--- config.mk ---
export PLATFORM = sky130hd
export DESIGN_NAME = plic_cell
export DESIGN_NICKNAME = d
export VERILOG_FILES = /design/src/rtl/plic_pkg.sv /design/src/rtl/plic_cell.sv
export SDC_FILE = /design/constraint.sdc
export NUM_CORES = 1
export LEC_CHECK = 0
export ABC_AREA = 1
export BUFFER_PORTS_ARGS = -buffer_cell sky130_fd_sc_hd__buf_2
export CORE_MARGIN = 2
export CORE_UTILIZATION = 38
export DETAILED_ROUTE_END_ITERATION = 8
export GPL_TIMING_DRIVEN = 0
export PLACE_DENSITY = 0.91
export SETUP_SLACK_MARGIN = 0.5
export SYNTH_ARGS = -nofsm -noshare
export SYNTH_HDL_FRONTEND = slang
export SYNTH_SLANG_ARGS = --single-unit
--- constraint.sdc ---
create_clock -name clock -period 3.7 [get_ports clock]
set_clock_uncertainty 0.2 [all_clocks]
set_input_delay 0.555 -clock clock [delete_from_list [all_inputs] [get_ports clock]]
set_output_delay 0.555 -clock clock [all_outputs]
set_load 0.05 [all_outputs]
--- src/rtl/plic_pkg.sv ---
// Package with shared constants, command and status codes, and types of the packed list unit.
`default_nettype none

package plic_pkg;

   localparam int DefaultDepth    = 64;
   localparam int DefaultItemBits = 31;
   localparam int OpBits          = 3;
   localparam int StatusBits      = 2;

   localparam logic [OpBits-1:0] OpInsertFirst = 3'd0;
   localparam logic [OpBits-1:0] OpInsertAt    = 3'd1;
   localparam logic [OpBits-1:0] OpInsertLast  = 3'd2;
   localparam logic [OpBits-1:0] OpDeleteFirst = 3'd3;
   localparam logic [OpBits-1:0] OpDeleteAt    = 3'd4;
   localparam logic [OpBits-1:0] OpDeleteLast  = 3'd5;

   localparam logic [StatusBits-1:0] StDone  = 2'd0;
   localparam logic [StatusBits-1:0] StFull  = 2'd1;
   localparam logic [StatusBits-1:0] StEmpty = 2'd2;
   localparam logic [StatusBits-1:0] StRange = 2'd3;

   typedef struct packed {
      logic insert;
      logic remove;
   } shift_ctl_type;

endpackage

`default_nettype wire

--- src/rtl/plic_cell.sv ---
// One slot of the packed list: shifts up, shifts down or loads the new item.
`default_nettype none

module plic_cell #(
   parameter int ITEM_BITS = plic_pkg::DefaultItemBits,
   parameter int POS_BITS  = $clog2(plic_pkg::DefaultDepth),
   parameter int INDEX     = 0
) (
   input  wire logic                    clock,
   input  wire plic_pkg::shift_ctl_type ctl,
   input  wire logic [POS_BITS-1:0]     at,
   input  wire logic [ITEM_BITS-1:0]    value,
   input  wire logic [ITEM_BITS-1:0]    left_data,
   input  wire logic [ITEM_BITS-1:0]    right_data,
   output logic [ITEM_BITS-1:0]         data,
   output logic [ITEM_BITS-1:0]         tap
);
   localparam logic [POS_BITS-1:0] Index = POS_BITS'(INDEX);

   logic [ITEM_BITS-1:0] data_ff;
   logic [ITEM_BITS-1:0] data_in;
   logic                 hit;
   logic                 above;

   assign hit   = (at == Index);
   assign above = (Index > at);

   always_comb begin
      data_in = data_ff;
      priority if (ctl.insert && hit) begin
         data_in = value;
      end else if (ctl.insert && above) begin
         data_in = left_data;
      end else if (ctl.remove && (hit || above)) begin
         data_in = right_data;
      end else begin
         data_in = data_ff;
      end
   end

   always_ff @(posedge clock) begin
      data_ff <= data_in;
   end

   assign data = data_ff;
   assign tap  = hit ? data_ff : '0;

endmodule

`default_nettype wire

==> run summary, run 1 <==
Antenna Nets Post-Route - 0
Bufs and invs on worst path - 5
first-pass GRT wire length - 7.51 mm
Yosys cell types - 16
Final setup viols - 0
Final TNS setup - 0 ps
via/cell ratio - 4.42
Root Buffer - clkbuf_8
end-of-flow core utilization - 57.2%
Iteration-0 DRC Markers - 101
GR Util met2 - 31.2%
Req. time, crit path - 2940 ps
post-CTS setup buffer count - 0
CTS Buf Count - 5
sw frac - 23.8%
syn_nets - 311
pin slew with the least headroom to its limit - 875 ps
static leakage - 1.48 nW
TritonCTS Sinks - 31
number of diodes - 0
Layout area overhead - 43.4%
total gr overflow - 0
Core ar. - 4790 um^2
Worst-path clk slew - 60 ps
Post-Route WL - 4.94 mm
switching pwr - 0.176 mW
cts repair resizes - 0
Hold Vio Cnt, Final - 0
largest net degree at the start of global routing - 32
CP max stage delay - 260 ps
fmax - 411 MHz
Pwr Density - 270 nW/um^2
Tmin final - 2440 ps
Largest delay share family, worst path - buffers and inverters
CP most frequent cell - buf_2
Placer Congestion - 0.865
CTS tree - yes
Starting Density - 39.9%
RSZ-0062 raised after global routing - no
Post-CTS Hold Fix Bufs - 0
syn_area_per_cell - 9.14 um^2
share of cells above drive strength 1 - 52.9%
H-tree Lvls - 2
Comb power frac - 13.1%
maximum clock path buffer count - 2
routed len/inst - 11.9 um
max-slew violation count - 0
Rows - 25
count of state elements after synthesis - 31
Worst Hold Class - in2reg
vias in the first global route - 1645
peak supply drop - 181 uV
Post-layout nets - 449
Arr. time, crit path - 1680 ps
die area - 5610 um^2
DP HPWL - 3.96 mm
Crit Path Max Fanout - 10
Die H - 74.9 um
Pre-Repair DR Iteration Count - 4
Top Usage Layer GRT - met2
status - complete, no violations
Rel. slew slack - 41.5%
CP Class - in2out
met1 Use GR - 21.7%
Port Buffers - 131
Worst Setup End Kind - output port
synthesized area - 1910 um^2
Yosys warnings - 0
period utilization - 65.8%
gr usage total - 17.7%
Synth Instances - 209
Sequential Power Share - 53.0%
initial antenna violation count - 0
# IOs - 164
post-synthesis sequential area ratio - 48.8%
met3 Use GR - 3.75%
number of flip-flops under the largest register name - 31
CP startpoint kind - primary input
P_int - 0.563 mW
Clk pwr share - 33.8%
DRC - 0
Vias - 1834
maxcap violations - 0
slowest CP cell - buf_2
worst path cell trace - buf_2 -> nor2_1 -> inv_2 -> nor2_8 -> inv_4 -> buf_12 -> nor2_4 -> buf_2
Die Wd - 74.9 um
layout filler cell count - 436
tightest hold or removal path, delay by kind of cell:
kind | cells | cell delay (ps)
AND/OR/NAND/NOR | 2 | 80
buffers and inverters | 1 | 70
cell type report:
type / instances / area (um^2) / area share [%]
multi-input cells: 132 / 743 / 27.1
inverters: 33 / 126 / 4.62
plain buffers: 13 / 116 / 4.25
clock buffers: 7 / 76.3 / 2.79
flip-flops and latches: 31 / 931 / 34.0
clock inverters: 1 / 5.00 / 0.183
well taps: 67 / 83.8 / 3.06
repair buffers: 131 / 656 / 23.9
cells in the final DEF, fill, tap and decap left out, drive strengths merged:
master and n:
nand3 31, nand4 1, nor2 37, inv 33, clkinv 1, buf 141, nand2 63, clkbuf 10
edfxtp 31
metal layers:
metal  share of wire (%)  vias up  wire length, um
met4                 1.1        0               55
met1                  39      822             1940
met3                 6.2        4              305
li1                    -      922                -
met2                  53       86             2630
met5                   0        -                0
kinds of logic after synthesis:
family                 share of synthesized area, %
AND/OR/NAND/NOR                                38.5
buffers and inverters                          12.7
flip-flops                                     48.8
cells in the mapped netlist:
cell type  count  area share [%]
inv_4          1            0.33
nor2_4        20              12
nand4_1        1            0.33
clkbuf_1       3            0.59
nor2_8         1             1.0
nor2_1         4            0.79
nor2_2        12             3.9
nand3_1       31             8.1
nand2_1       62              12
buf_2          4             1.0
inv_2          1            0.20
inv_1         31             6.1
buf_6          4             2.4
buf_12         2             2.1
edfxtp_1      31              49
nand2_2        1            0.33
worst paths after layout:
check | from | to | slack, ps | depth (start not counted)
worst max-delay path | at[1] | tap[14] | 1260 | 8
worst min-delay path | right_data[30] | data[30] | 350 | 3
power by group through the flow:
stage	clock network, mW	registers [mW]	logic, mW
3_3_place_gp	0	0.399	0.0932
2_1_floorplan	0	0.410	0.0379
3_5_place_dp	0	0.399	0.0971
6_report	0.250	0.392	0.0968
5_1_grt	0.270	0.392	0.107
4_1_cts	0.258	0.392	0.0971
stage by stage:
step / setup WS, ps / hold slack [ps] / power, mW / std cells / cell area, um^2
after floorplan: 757 / 534 / 0.448 / 209 / 1910
after global placement: 68.0 / 623 / 0.493 / 407 / 2650
after detailed placement: 1210 / 623 / 0.496 / 407 / 2660
after CTS: 1250 / 336 / 0.747 / 415 / 2740
after global routing: 1180 / 339 / 0.769 / 415 / 2740
final: 1260 / 346 / 0.739 / 415 / 2740
Power figures use the tool's default switching activity.
==> run 2, diff against run 1 <==
--- a/config.mk
+++ b/config.mk
@@ -8,10 +8,10 @@
 export ABC_AREA = 1
 export BUFFER_PORTS_ARGS = -buffer_cell sky130_fd_sc_hd__buf_2
 export CORE_MARGIN = 2
-export CORE_UTILIZATION = 38
+export CORE_UTILIZATION = 35
 export DETAILED_ROUTE_END_ITERATION = 8
 export GPL_TIMING_DRIVEN = 0
-export PLACE_DENSITY = 0.91
+export PLACE_DENSITY = 0.89
 export SETUP_SLACK_MARGIN = 0.5
 export SYNTH_ARGS = -nofsm -noshare
 export SYNTH_HDL_FRONTEND = slang
==> constraint.sdc (replaced) <==
create_clock -name clock -period 2.2 [get_ports clock]
set_clock_uncertainty 0.2 [all_clocks]
set_input_delay 0.33 -clock clock [delete_from_list [all_inputs] [get_ports clock]]
set_output_delay 0.33 -clock clock [all_outputs]
set_load 0.05 [all_outputs]
==> run 2 against run 1 <==
  * First-iteration DRC count is 23% lower
  * Sequential power is 68% higher
  * Largest power group unchanged
  * Via count is 1.3% higher
  * Critical endpoint is now tap[28]
  * Critical path depth stayed put
  * Cell count is 1.9% higher
  * Critical path type unchanged
  * Non-clock buffer count is 4 higher
  * Combinational power is 88% higher
  * Core utilization is 3.2 points higher
  * Global-route usage is 0.31 points higher
==> run summary, run 2 (synthesis gave the netlist of run 1 again) <==
Crit. Startpoint - at[3] (was at[1])
TritonCTS Sinks - 31 (unchanged)
fmax - 553 MHz
Pwr Density - 402 nW/um^2 (was 270 nW/um^2)
Die Wd - 77.9 um (was 74.9 um)
peak supply drop - 269 uV (was 181 uV)
Req. time, crit path - 1670 ps (was 2940 ps)
maximum clock path buffer count - 2 (unchanged)
Port Buffers - 131 (unchanged)
Rel. slew slack - 50.0% (was 41.5%)
Total Power - 1.26 mW (was 0.739 mW)
max-slew violation count - 0 (unchanged)
Layout area overhead - 63.6% (was 43.4%)
via/cell ratio - 4.39 (was 4.42)
DP HPWL - 3.91 mm (was 3.96 mm)
Pre-Repair DR Iteration Count - 4 (unchanged)
period utilization - 82.2%
# IOs - 164 (unchanged)
Post-CTS Hold Fix Bufs - 0 (unchanged)
commonest non-fill, non-tap cell in the layout - buf_2 (unchanged)
Hold Vio Cnt, Final - 0 (unchanged)
Post-Route WL - 5.41 mm (was 4.94 mm)
Worst Setup End Kind - output port (unchanged)
Die H - 77.9 um (was 74.9 um)
Reg area - 931 um^2 (unchanged)
Core ar. - 5170 um^2 (was 4790 um^2)
Root Buffer - clkbuf_8 (unchanged)
CTS Buf Count - 5 (unchanged)
most frequent cells in the layout - buf_2 (100), nand2_1 (62), nor2_4 (34) (was buf_2 (135), nand2_1 (62), nand3_1 (31), inv_1 (31), edfxtp_1 (31))
gr usage total - 18.0% (was 17.7%)
layout filler cell count - 430 (was 436)
Antenna Nets Post-Route - 0 (unchanged)
largest net degree at the start of global routing - 32 (unchanged)
number of flip-flops under the largest register name - 31 (unchanged)
H-tree Lvls - 2 (unchanged)
Final setup viols - 0 (unchanged)
CP Class - in2out (unchanged)
Post-layout nets - 454 (was 449)
Tmin final - 1810 ps
status - complete, no violations (unchanged)
footprint of the multi-input gates - 825 um^2 (was 743 um^2)
Starting Density - 36.9% (was 39.9%)
Placer Congestion - 0.745 (was 0.865)
Worst-path clk slew - 60 ps (about the same)
Rows - 26 (was 25)
DRC - 0 (unchanged)
first-pass GRT wire length - 8.54 mm (was 7.51 mm)
RSZ-0062 raised after global routing - yes (was no)
Final TNS setup - 0 ps (unchanged)
static leakage - 1.56 nW (was 1.48 nW)
pin slew with the least headroom to its limit - 750 ps (was 875 ps)
Crit Path Max Fanout - 10 (unchanged)
Worst setup endpoint - tap[28] (was tap[14])
CP startpoint kind - primary input (unchanged)
number of diodes - 0 (unchanged)
share of cells above drive strength 1 - 54.1% (was 52.9%)
CTS tree - yes (unchanged)
Iteration-0 DRC Markers - 78 (was 101)
Arr. time, crit path - 1280 ps (was 1680 ps)
total gr overflow - 0 (unchanged)
die area - 6060 um^2 (was 5610 um^2)
vias in the first global route - 1863 (was 1645)
routed len/inst - 12.8 um (was 11.9 um)
Vias - 1857 (was 1834)
maxcap violations - 0 (unchanged)
Worst Hold Class - in2reg (unchanged)
initial antenna violation count - 0 (unchanged)
run 2: cell types whose count changed in the layout (fill, tap and decap cells not counted), sizes merged:
cell / previous run / this run
nor2: 37 / 38
buf: 141 / 145
run 2: worst min path at each step:
stage                to  cells after the start  slack [ps]            from
2_1_floorplan   data[0]                      2         310   right_data[0]
3_3_place_gp   data[19]                      3         400  right_data[19]
3_5_place_dp   data[13]                      3         400  right_data[13]
4_1_cts        data[13]                      3         110  right_data[13]
5_1_grt        data[13]                      3         110  right_data[13]
6_report       data[13]                      3         120  right_data[13]
run 2: layout make-up:
class                   count  area share [%]
plain buffers              13            4.00
flip-flops and latches     31            29.8
multi-input cells         133            26.4
clock buffers               7            2.44
repair buffers            135            30.2
well taps                  70            2.80
clock inverters             1           0.160
inverters                  33            4.21
run 2: power by group:
part,leakage [nW],total (mW),switching (mW),internal (mW)
registers,0.279,0.659,0.00254,0.657
logic,1.24,0.182,0.0991,0.0830
clock network,0.0422,0.414,0.193,0.221
run 2: per-stage QoR:
stage          area [um^2]  cells  utilization, %  hold slack (ps)  worst slack, ps
6_report              3120    423            60.4              120              391
5_1_grt               3120    423            60.4              113              358
4_1_cts               3100    422            59.9              109              410
3_5_place_dp          2730    410            52.7              398             20.6
3_3_place_gp          2730    410            52.7              396             28.3
2_1_floorplan         1980    209               -              309              352
run 2: worst max-delay path, stage by stage:
cell     delay (ps)
buf_6           100
nor2_4          120
nand2_4          70
nor2_8          130
inv_8            80
buf_12          160
nor2_4          110
buf_8           160
run 2: per-layer routing:
layer	wire length [um]	part of all wire (%)	up-vias	GRT usage, %
li1	-	-	933	-
met1	1950	36	840	17.8
met2	3090	57	77	36.9
met3	302	5.6	7	4.07
met4	67	1.2	0	4.64
met5	0	0	-	0
run 2: what timing repair did:
action,4_1_cts,5_1_grt
setup buffers,3,0
pin swaps,3,1
gates cloned,1,1
resized for setup,72,6
endpoints found under the setup margin,62,62
endpoints found under the hold margin,0,0
==> run 3, diff against run 2 <==
--- a/config.mk
+++ b/config.mk
@@ -5,13 +5,13 @@
 export SDC_FILE = /design/constraint.sdc
 export NUM_CORES = 1
 export LEC_CHECK = 0
-export ABC_AREA = 1
+export ABC_AREA = 0
 export BUFFER_PORTS_ARGS = -buffer_cell sky130_fd_sc_hd__buf_2
 export CORE_MARGIN = 2
-export CORE_UTILIZATION = 35
+export CORE_UTILIZATION = 36
 export DETAILED_ROUTE_END_ITERATION = 8
 export GPL_TIMING_DRIVEN = 0
-export PLACE_DENSITY = 0.89
+export PLACE_DENSITY = 0.91
 export SETUP_SLACK_MARGIN = 0.5
 export SYNTH_ARGS = -nofsm -noshare
 export SYNTH_HDL_FRONTEND = slang
==> constraint.sdc (replaced) <==
create_clock -name clock -period 1.9 [get_ports clock]
set_clock_uncertainty 0.2 [all_clocks]
set_input_delay 0.285 -clock clock [delete_from_list [all_inputs] [get_ports clock]]
set_output_delay 0.285 -clock clock [all_outputs]
set_load 0.05 [all_outputs]
==> run 3 against run 2 <==
  * The flow now finishes with violations (negative setup slack)
  * Synthesized cell count is 50% lower
  * Sequential power increased by 16%
  * Sequential share of layout area shrank 2.0 points
  * Critical path depth is 2 lower
  * Flip-flop and latch count is the same
  * Die area is 13% lower
  * Global-route usage is 1.6 points higher
==> run summary, run 3 <==
status - complete, but fails checks (was complete, no violations)
failing checks - negative setup slack
most frequent cells in the layout - buf_2 (71), mux2_4 (31), and2_4 (31), edfxtp_1 (31), buf_8 (31) (was buf_2 (100), nand2_1 (62), nor2_4 (34))
Yosys cell types - 11 (was 16)
CP Class - in2reg (was in2out)
Reg area - 931 um^2 (unchanged)
DP HPWL - 3.40 mm (was 3.91 mm)
Total Power - 1.46 mW (was 1.26 mW)
pre-CTS setup slack - -777 ps (was 20.6 ps)
Placer Congestion - 0.771 (was 0.745)
Largest delay share family, worst path - simple AND/OR/NAND/NOR gates (was buffers and inverters)
syn_area_per_cell - 16.3 um^2 (was 9.14 um^2)
routed len/inst - 18.3 um (was 12.8 um)
Rows - 24 (was 26)
via/cell ratio - 4.72 (was 4.39)
maximum clock path buffer count - 2 (unchanged)
Antenna Nets Post-Route - 0 (unchanged)
first-pass GRT wire length - 7.59 mm (was 8.54 mm)
Core ar. - 4440 um^2 (was 5170 um^2)
CTS tree - yes (unchanged)
Pre-Repair DR Iteration Count - 4 (unchanged)
GR Util met2 - 36.5% (was 36.9%)
Synth Instances - 104 (was 209)
CP startpoint kind - primary input (unchanged)
Die H - 72.7 um (was 77.9 um)
Worst Hold Class - in2reg (unchanged)
number of flip-flops under the largest register name - 31 (unchanged)
Worst-path clk slew - 70 ps (was 60 ps)
fmax - 453 MHz
initial antenna violation count - 0 (unchanged)
Post-Layout Cell Count - 312 (was 423)
Req. time, crit path - 1720 ps (was 1670 ps)
layout filler cell count - 264 (was 430)
vias in the first global route - 1528 (was 1863)
Synth async-reset ratio - 0% (unchanged)
peak supply drop - 291 uV (was 269 uV)
TritonCTS Sinks - 31 (unchanged)
CP max stage delay - 540 ps (was 160 ps)
met3 Use GR - 7.32% (was 4.07%)
most used flip-flop cell after synthesis - edfxtp_1 (unchanged)
Pwr Density - 436 nW/um^2 (was 402 nW/um^2)
Worst Setup End Kind - flip-flop (was output port)
ranking of synthesized cells by area - edfxtp_1 (55%), mux2_4 (27%), and2_1 (11%) (was edfxtp_1 (49%), nand2_1 (12%), nor2_4 (12%))
Tmin final - 2210 ps
Starting Density - 38.2% (was 36.9%)
Root Buffer - clkbuf_8 (unchanged)
Post-Route WL - 5.71 mm (was 5.41 mm)
DRC - 0 (unchanged)
slowest CP cell - or4_4 (was buf_12)
post-synthesis sequential area ratio - 54.8% (was 48.8%)
CTS Buf Count - 5 (unchanged)
worst path cell trace - buf_6 -> or4_4 -> or4b_4 -> buf_6 -> clkbuf_16 -> mux2_4 (was buf_6 -> nor2_4 -> nand2_4 -> nor2_8 -> inv_8 -> buf_12 -> nor2_4 -> buf_8)
number of synthesized flops with an enable pin - 31 (unchanged)
period utilization - 116%
Post-CTS Hold Fix Bufs - 0 (unchanged)
Final Instance Area - 3340 um^2 (was 3120 um^2)
gr usage total - 19.7% (was 18.0%)
static leakage - 1.62 nW (was 1.56 nW)
Placed Instances - 288 (was 410)
number of diodes - 0 (unchanged)
Post-layout nets - 362 (was 454)
share of cells above drive strength 1 - 87.7% (was 54.1%)
H-tree Lvls - 2 (unchanged)
Yosys top cell area share - 54.8% (was 48.8%)
Iteration-0 DRC Markers - 73 (was 78)
Crit Path Max Fanout - 5 (was 10)
syn_nets - 206 (was 311)
final setup margin - -309 ps (was 391 ps)
end-of-flow core utilization - 75.3% (was 60.4%)
Die Wd - 72.7 um (was 77.9 um)
placed inst area - 2530 um^2 (was 2730 um^2)
Vias - 1473 (was 1857)
Hold Vio Cnt, Final - 0 (unchanged)
most instantiated cells after synthesis - and2_1 (31), edfxtp_1 (31), mux2_4 (30) (was nand2_1 (62), edfxtp_1 (31), inv_1 (31), nand3_1 (31), nor2_4 (20))
Final setup viols - 93 (was 0)
die area - 5290 um^2 (was 6060 um^2)
Yosys warnings - 0 (unchanged)
Layout area overhead - 96.8% (was 63.6%)
CP most frequent cell - buf_6 (was nor2_4)
total gr overflow - 0 (unchanged)
commonest non-fill, non-tap cell in the layout - buf_2 (unchanged)
largest net degree at the start of global routing - 11 (was 32)
maxcap violations - 0 (unchanged)
Arr. time, crit path - 2030 ps (was 1280 ps)
max-slew violation count - 0 (unchanged)
met1 Use GR - 21.2% (was 17.8%)
Final TNS setup - -22310 ps (was 0 ps)
Rel. slew slack - 83.3% (was 50.0%)
pin slew with the least headroom to its limit - 252 ps (was 750 ps)
Yosys top cell by area - edfxtp_1 (unchanged)
Port Buffers - 132 (was 131)
# IOs - 164 (unchanged)
worst hold slack - 104 ps (was 120 ps)
Bufs and invs on worst path - 3 (was 4)
count of state elements after synthesis - 31 (unchanged)
RSZ-0062 raised after global routing - yes (unchanged)
footprint of the multi-input gates - 838 um^2 (was 825 um^2)
Top Usage Layer GRT - met2 (unchanged)
synthesized area - 1700 um^2 (was 1910 um^2)
-- run 3: cells by family (layout without fill, tap and decap cells) --
| family | count (synthesis) | in the layout | synth area share, % |
|---|---|---|---|
| buf+inv | 7 | 160 | 4.86 |
| mux | 31 | 31 | 27.2 |
| compound gates | 1 | 4 | 0.442 |
| flops | 31 | 31 | 54.8 |
| simple gates | 34 | 34 | 12.7 |
-- run 3: worst paths after layout --
| path | cells past startpoint | slack, ps | end | from |
|---|---|---|---|---|
| max | 6 | -310 | data[12] | at[1] |
| min | 2 | 100 | data[14] | right_data[14] |
-- run 3: final cells by class --
class                   instances  area share [%]
plain buffers                   7            4.04
clock buffers                   5            2.06
clock inverters                 2           0.262
multi-input cells              69            25.1
flip-flops and latches         31            27.8
well taps                      52            1.95
repair buffers                146            38.8
-- run 3: layer usage --
metal | vias up | wire length [um]
met1 | 690 | 1950
li1 | 693 | -
met5 | - | 0
met3 | 7 | 482
met2 | 83 | 3210
met4 | 0 | 66
-- run 3: what timing repair did --
item,in CTS,in global routing
endpoints found under the hold margin,0,0
setup buffers,6,4
pin swaps,20,1
cloned,5,2
gates resized for setup,123,57
endpoints found under the setup margin,102,120
-- run 3: where the power goes --
group / switching (mW) / total, mW / internal, mW
Sequential: 0.00433 / 0.764 / 0.760
Combinational: 0.0897 / 0.223 / 0.133
Clock: 0.229 / 0.472 / 0.243
Total: 0.323 / 1.46 / 1.14
